===== src/rtl/core/rsc_pkg.sv =====
// shared types and constants of the receiver sequence check
// no dependencies
package rsc_pkg;

    localparam logic [2:0] V_ACK        = 3'd0;
    localparam logic [2:0] V_NACK       = 3'd1;
    localparam logic [2:0] V_INORDER    = 3'd2;
    localparam logic [2:0] V_DUP        = 3'd3;
    localparam logic [2:0] V_SUPPRESSED = 3'd4;

    localparam logic [3:0] CFG_ACK_INTERVAL  = 4'd0;
    localparam logic [3:0] CFG_CHUNK_SIZE    = 4'd1;
    localparam logic [3:0] CFG_BACK_TO_ZERO  = 4'd2;
    localparam logic [3:0] CFG_NACK_INTERVAL = 4'd3;

    localparam logic [31:0] NACK_INTERVAL_RST = 32'd500000;

    typedef struct packed {
        logic [31:0] ack_interval;
        logic [31:0] chunk_size;
        logic        back_to_zero;
        logic [31:0] nack_interval;
    } t_cfg;

    typedef struct packed {
        logic [31:0] seq;
        logic [15:0] len;
        logic        mark;
        logic [47:0] now;
    } t_item;

    typedef struct packed {
        logic [31:0] next_exp;
        logic [47:0] deadline;
        logic [31:0] last_nacked;
        logic [15:0] ident;
    } t_entry;

    typedef struct packed {
        logic [2:0]  verdict;
        logic [31:0] ack_seq;
        logic        mark;
        logic [15:0] ident;
    } t_result;

endpackage


===== src/rtl/core/rsc_front.sv =====
// front part: takes requests, reduces the flow index, two-entry queue
// depends on rsc_pkg
module rsc_front #(
    parameter int FLOWS = 256,
    parameter int IW    = 8
) (
    input  logic                 i_clk,
    input  logic                 i_rst_n,
    input  logic                 i_in_valid,
    output logic                 o_in_stall,
    input  logic [7:0]           i_flow_index,
    input  rsc_pkg::t_item       i_item,
    input  logic                 i_pop,
    output logic                 o_nonempty,
    output logic [IW-1:0]        o_head_idx,
    output rsc_pkg::t_item       o_head
);
    import rsc_pkg::*;

    t_item         r_q   [2];
    logic [IW-1:0] r_qi  [2];
    logic          r_wp, r_rp;
    logic [1:0]    r_cnt;
    logic          push;
    logic [IW-1:0] flow_mod;

    // flow index folded onto the table, a constant lookup over all 256 codes
    always_comb begin
        flow_mod = '0;
        for (int k = 0; k < 256; k++) begin
            if (i_flow_index == 8'(k)) flow_mod = IW'(k % FLOWS);
        end
    end

    assign o_in_stall = (r_cnt == 2'd2);
    assign push       = i_in_valid && !o_in_stall;
    assign o_nonempty = (r_cnt != 2'd0);
    assign o_head     = r_q[r_rp];
    assign o_head_idx = r_qi[r_rp];

    always_ff @(posedge i_clk) begin
        if (push) begin
            r_q[r_wp]  <= i_item;
            r_qi[r_wp] <= flow_mod;
        end
    end

    always_ff @(posedge i_clk) begin
        if (!i_rst_n) begin
            r_wp  <= 1'b0;
            r_rp  <= 1'b0;
            r_cnt <= 2'd0;
        end else begin
            if (push) r_wp <= ~r_wp;
            if (i_pop) r_rp <= ~r_rp;
            r_cnt <= r_cnt + 2'(push) - 2'(i_pop);
        end
    end

endmodule


===== config.mk =====
export PLATFORM = sky130hd
export DESIGN_NAME = rsc_front
export DESIGN_NICKNAME = d
export VERILOG_FILES = /design/src/rtl/core/rsc_pkg.sv /design/src/rtl/core/rsc_front.sv
export SDC_FILE = /design/constraint.sdc
export NUM_CORES = 1
export LEC_CHECK = 0
export ABC_AREA = 1
export BUFFER_PORTS_ARGS = -buffer_cell sky130_fd_sc_hd__buf_2
export CAP_MARGIN = 10
export CORE_MARGIN = 1
export CORE_UTILIZATION = 40
export DETAILED_ROUTE_END_ITERATION = 7
export SYNTH_ARGS = -nofsm -noshare
export SYNTH_HDL_FRONTEND = slang
export SYNTH_SLANG_ARGS = --single-unit

===== constraint.sdc =====
create_clock -name i_clk -period 7.91 [get_ports i_clk]
set_clock_uncertainty 0.15 [all_clocks]
set_input_delay 0.791 -clock i_clk [delete_from_list [all_inputs] [get_ports i_clk]]
set_output_delay 0.791 -clock i_clk [all_outputs]
set_load 0.01 [all_outputs]

* After elaboration in Yosys (flattened, before gate mapping)
Memory sizes are Yosys's and may differ from the RTL's. A register that Yosys moved wholly into a read port is not among the register bits. Cells that the tools add are included.
Storage, ports and cells: register bits 4, RAM bits 210, input port bits 109, output and inout bits 107, memories kept 2
Memories:
- r_q | depth 2, bits a word 97, read ports 1, clocked after Yosys merged registers in 1, write ports 1, RTL line rsc_front.sv:20 | t_item r_q [2];
- r_qi | depth 2, bits a word 8, read ports 1, clocked after Yosys merged registers in 1, write ports 1, RTL line rsc_front.sv:21 | logic [IW-1:0] r_qi [2];
Cells by class: add/subtract/negate cells 2, equality and inequality tests 256, muxes and demuxes 261, bitwise logic cells 2, reduce and logical (&&, ||, !) cells 3
Operator list (number):
- $mux W8 | 254
- $eq A8 B8 Y1 const B | 128
- $eq A8 B7 Y1 const B | 64
- $eq A8 B6 Y1 const B | 32
- $eq A8 B5 Y1 const B | 16
- $eq A8 B4 Y1 const B | 8
- $eq A8 B3 Y1 const B | 4
- $eq A8 B2 Y1 const B | 2
- $eq A8 B1 Y1 const B | 1
- $mux W1 | 7
- $add A2 B1 Y2 | 1
- $eq A2 B2 Y1 const B | 1
- $not A1 Y1 | 2
- $reduce_bool A2 Y1 | 1
- $sub A2 B1 Y2 | 1
- $logic_and A1 B1 Y1 | 1
- $logic_not A1 Y1 | 1

* Depth between registers and ports, before layout
word-level depth 256, depth in mapped cells 11, mapped depth without buffers 11

* Worst setup path before layout
Ideal clock, no wire load.
path type in2reg, start input i_in_valid, end memory r_q[0][0] (netlist name), enable pin, library setup time 569 ps, data arrival time 5228 ps, required time 7191 ps, path slack 1963 ps, stages 2, cell sequence nand2_1 -> nor2_1
On the way: cells in the longest elaborated chain, start to end 3
Ends and longest elaborated chain:
- from (decl) | RTL line rsc_front.sv:9 | input logic i_in_valid,
- $logic_and A1 B1 Y1 | RTL line rsc_front.sv:36 | assign push = i_in_valid && !o_in_stall;
- $mux W1 | RTL line rsc_front.sv:42 | if (push) begin
- $mux W1 (implied by the code) | RTL line rsc_front.sv:43 | r_q[r_wp] <= i_item;
- to (decl) | RTL line rsc_front.sv:20
No other way between the ends.

==> results.ini <==
[critical_path]
path_cells = buf_4 -> mux2_2 -> buf_2
worst_ep_arrival_time_ns = 2.80
reg2reg_depth = 5
cpPeakStageDelay_ns = 0.88
worstReg2RegStart = r_cnt[0]
worst_setup_path_start_kind = register
cpMaxStageDelayCell = dfxtp_4
critical_path_required_ns = 6.97
crit_path_max_fanout = 56
rrSetupSlack_ns = 5.04
r2r-end = r_q[0][71]
crit_type = reg2out
crit_path_end_kind = primary output

[hold_path]
whs_endpoint = r_q[1][7]
min_path_type = in2reg
hold_depth = 1
worstHoldStart = i_item[7]

[yosys]
syn_inst = 370
synth.mux.area_fraction = 0.169
yosys_warnings = 0
ys_ff_latch = 215
synthesis.nets = 481
synth-simple-area-share = 0.00866
synth_area_um2 = 8090
synth_area_leaders = edfxtp_1 (78%), mux2_4 (9.3%), mux2_2 (7.7%), buf_12 (1.2%), dfxtp_1 (1.2%)
synthXorXnorAreaFrac = 0
synth-adder-area-share = 0.00309
synth_top_area_share = 0.779
synth_compound_area_frac = 0.00124
yosys.area.top_type = edfxtp_1
synth_top_family_by_area = multiplexers
ys_seq_area_frac = 0.792
postSynthAreaPerCell_um2 = 21.9
ys_types = 15

[global_route]
first_global_vias = 4249
gr-total-overflow = 0
grt_max_degree = 76
grt_antenna_before_repair = 1
met1_usage = 0.163
grt_usage = 0.137
grt_busiest_layer = met2
groute.layer.met2.usage = 0.234
grt_pass1_wl_um = 21500
grtUsageMet3 = 0.0447

[power]
p_total_mw = 2.79
leakagePower_nw = 3.93
vdd_drop_max_mv = 0.174
power.density_nw_per_um2 = 276

[cts]
cts-root-buf = clkbuf_16
clk_latency_ns = 0.50
cts_resized = 0
htree_levels = 1
cts_max_path_buffers = 3
cts_buffers = 24
cts_tree = built
postCtsSetupRepairBufs = 0
cts_sinks = 215
hold_buffers = 0
cts.clk_slew.worst_paths_ns = 0.06

[sta]
post-route-period-util = 0.473
worst_pin_slew_ns = 1.06
fmax_mhz = 267
slew_headroom = 0.294
rsz0062_at_grt = no
setup_viol = 0
tns_ns = 0
finalHoldViolCount = 0
fin_crit_ns = 3.74
finalMaxSlewViolations = 0

[job]
maxCapViolations = 0

[placed_design]
dp_hpwl_um = 9450
portBuffers = 215
gp_congestion = 0.715

[routing]
drc_errors = 0
drt_pass1_iterations = 4
route.detailed.wl_per_inst_um = 16.8
drtIter0Drc = 186
wirelength_um = 14700
num_vias = 4092
viasPerCell = 4.67
postRouteAntennaNets = 0

[die]
die_x_um = 144
num_rows = 51
die-area_um2 = 20800
die_y_um = 144
io_pins = 216
coreArea_um2 = 19700
start_util = 0.412

[final_layout]
layout-drive-gt1-share = 0.588
area_growth_pct = 25.3
fin_nets = 705

[run_status]
status = finished, final reports clean

## final cells by class
| type | instances | area [um^2] |
|---|---|---|
| fill | 1662 | 9520 |
| sequential | 215 | 6410 |
| multi-input combinational | 127 | 1480 |
| timing repair buffer | 218 | 1100 |
| clock buffer | 27 | 633 |
| tap | 265 | 332 |
| clock inverter | 16 | 148 |
| inverter | 8 | 32.5 |
| antenna | 1 | 2.50 |
## synthesized netlist by cell type, drive strengths merged
cell,instances
ha,2
edfxtp,210
clkbuf,8
buf,12
nand2,10
a21oi,2
dfxtp,5
nor2,6
nand3,2
inv,8
mux2,105
## through the flow
stage	util	area (um^2)	setup slack, ns	std cells	hold slack [ns]
CTS	0.516	10100	4.06	876	0.302
global placement	0.476	9360	4.64	833	0.334
finish	0.516	10100	4.17	877	0.323
global route	0.516	10100	3.97	877	0.305
floorplan	-	8090	1.96	370	0.313
detailed placement	0.476	9360	4.58	833	0.340
## report_power, final
part | switching [mW] | internal [mW]
clock network | 0.414 | 0.668
logic | 0.167 | 0.147
registers | 0.0308 | 1.37
total | 0.612 | 2.18
## layout by cell type (no fill, tap or decap)
cell type,instances
mux2_4,50
inv_4,1
nand3_1,2
clkbuf_1,2
bufinv_16,3
clkbuf_16,25
mux2_2,55
clkinv_1,8
nor2_1,5
a21oi_1,2
diode_2,1
inv_1,7
edfxtp_1,210
dfxtp_1,4
clkinv_2,4
nor2_4,1
dfxtp_4,1
ha_1,2
buf_2,215
nand2_1,10
buf_4,3
clkinvlp_4,1
## cell families after synthesis
kind of cell               after synthesis
DFF                                    215
muxes                                  105
and+or+nand+nor                         18
AOI/OAI and AO/OA                        2
adders and majority gates                2
buffers and inverters                   28
## layer usage
metal	share of wire	wire length [um]
met5	0	0
met4	0.023	342
met3	0.094	1390
met2	0.47	6930
met1	0.41	6060
## registers in the layout, indices dropped and copies added (netlist names), named ones only
signal	flops
r_qi	16
r_rp	1
r_cnt	2
r_q	194
r_wp	1
## critical path: cells and delay by family (launching register included)
kind | cells | cell delay (ns)
buffers and inverters | 2 | 0.95
DFF | 1 | 0.88
muxes | 1 | 0.43
## how the worst max path moves through the flow
stage	startpoint	to	cells after the start
3_5_place_dp	i_in_valid	r_q[0][60]	4
3_3_place_gp	register	o_head[89]	3
5_1_grt	register	o_head[89]	3
6_report	register	o_head[89]	3
4_1_cts	register	o_head[89]	3
2_1_floorplan	i_in_valid	r_q[0][0]	2
(Power assumes the default switching activity.)
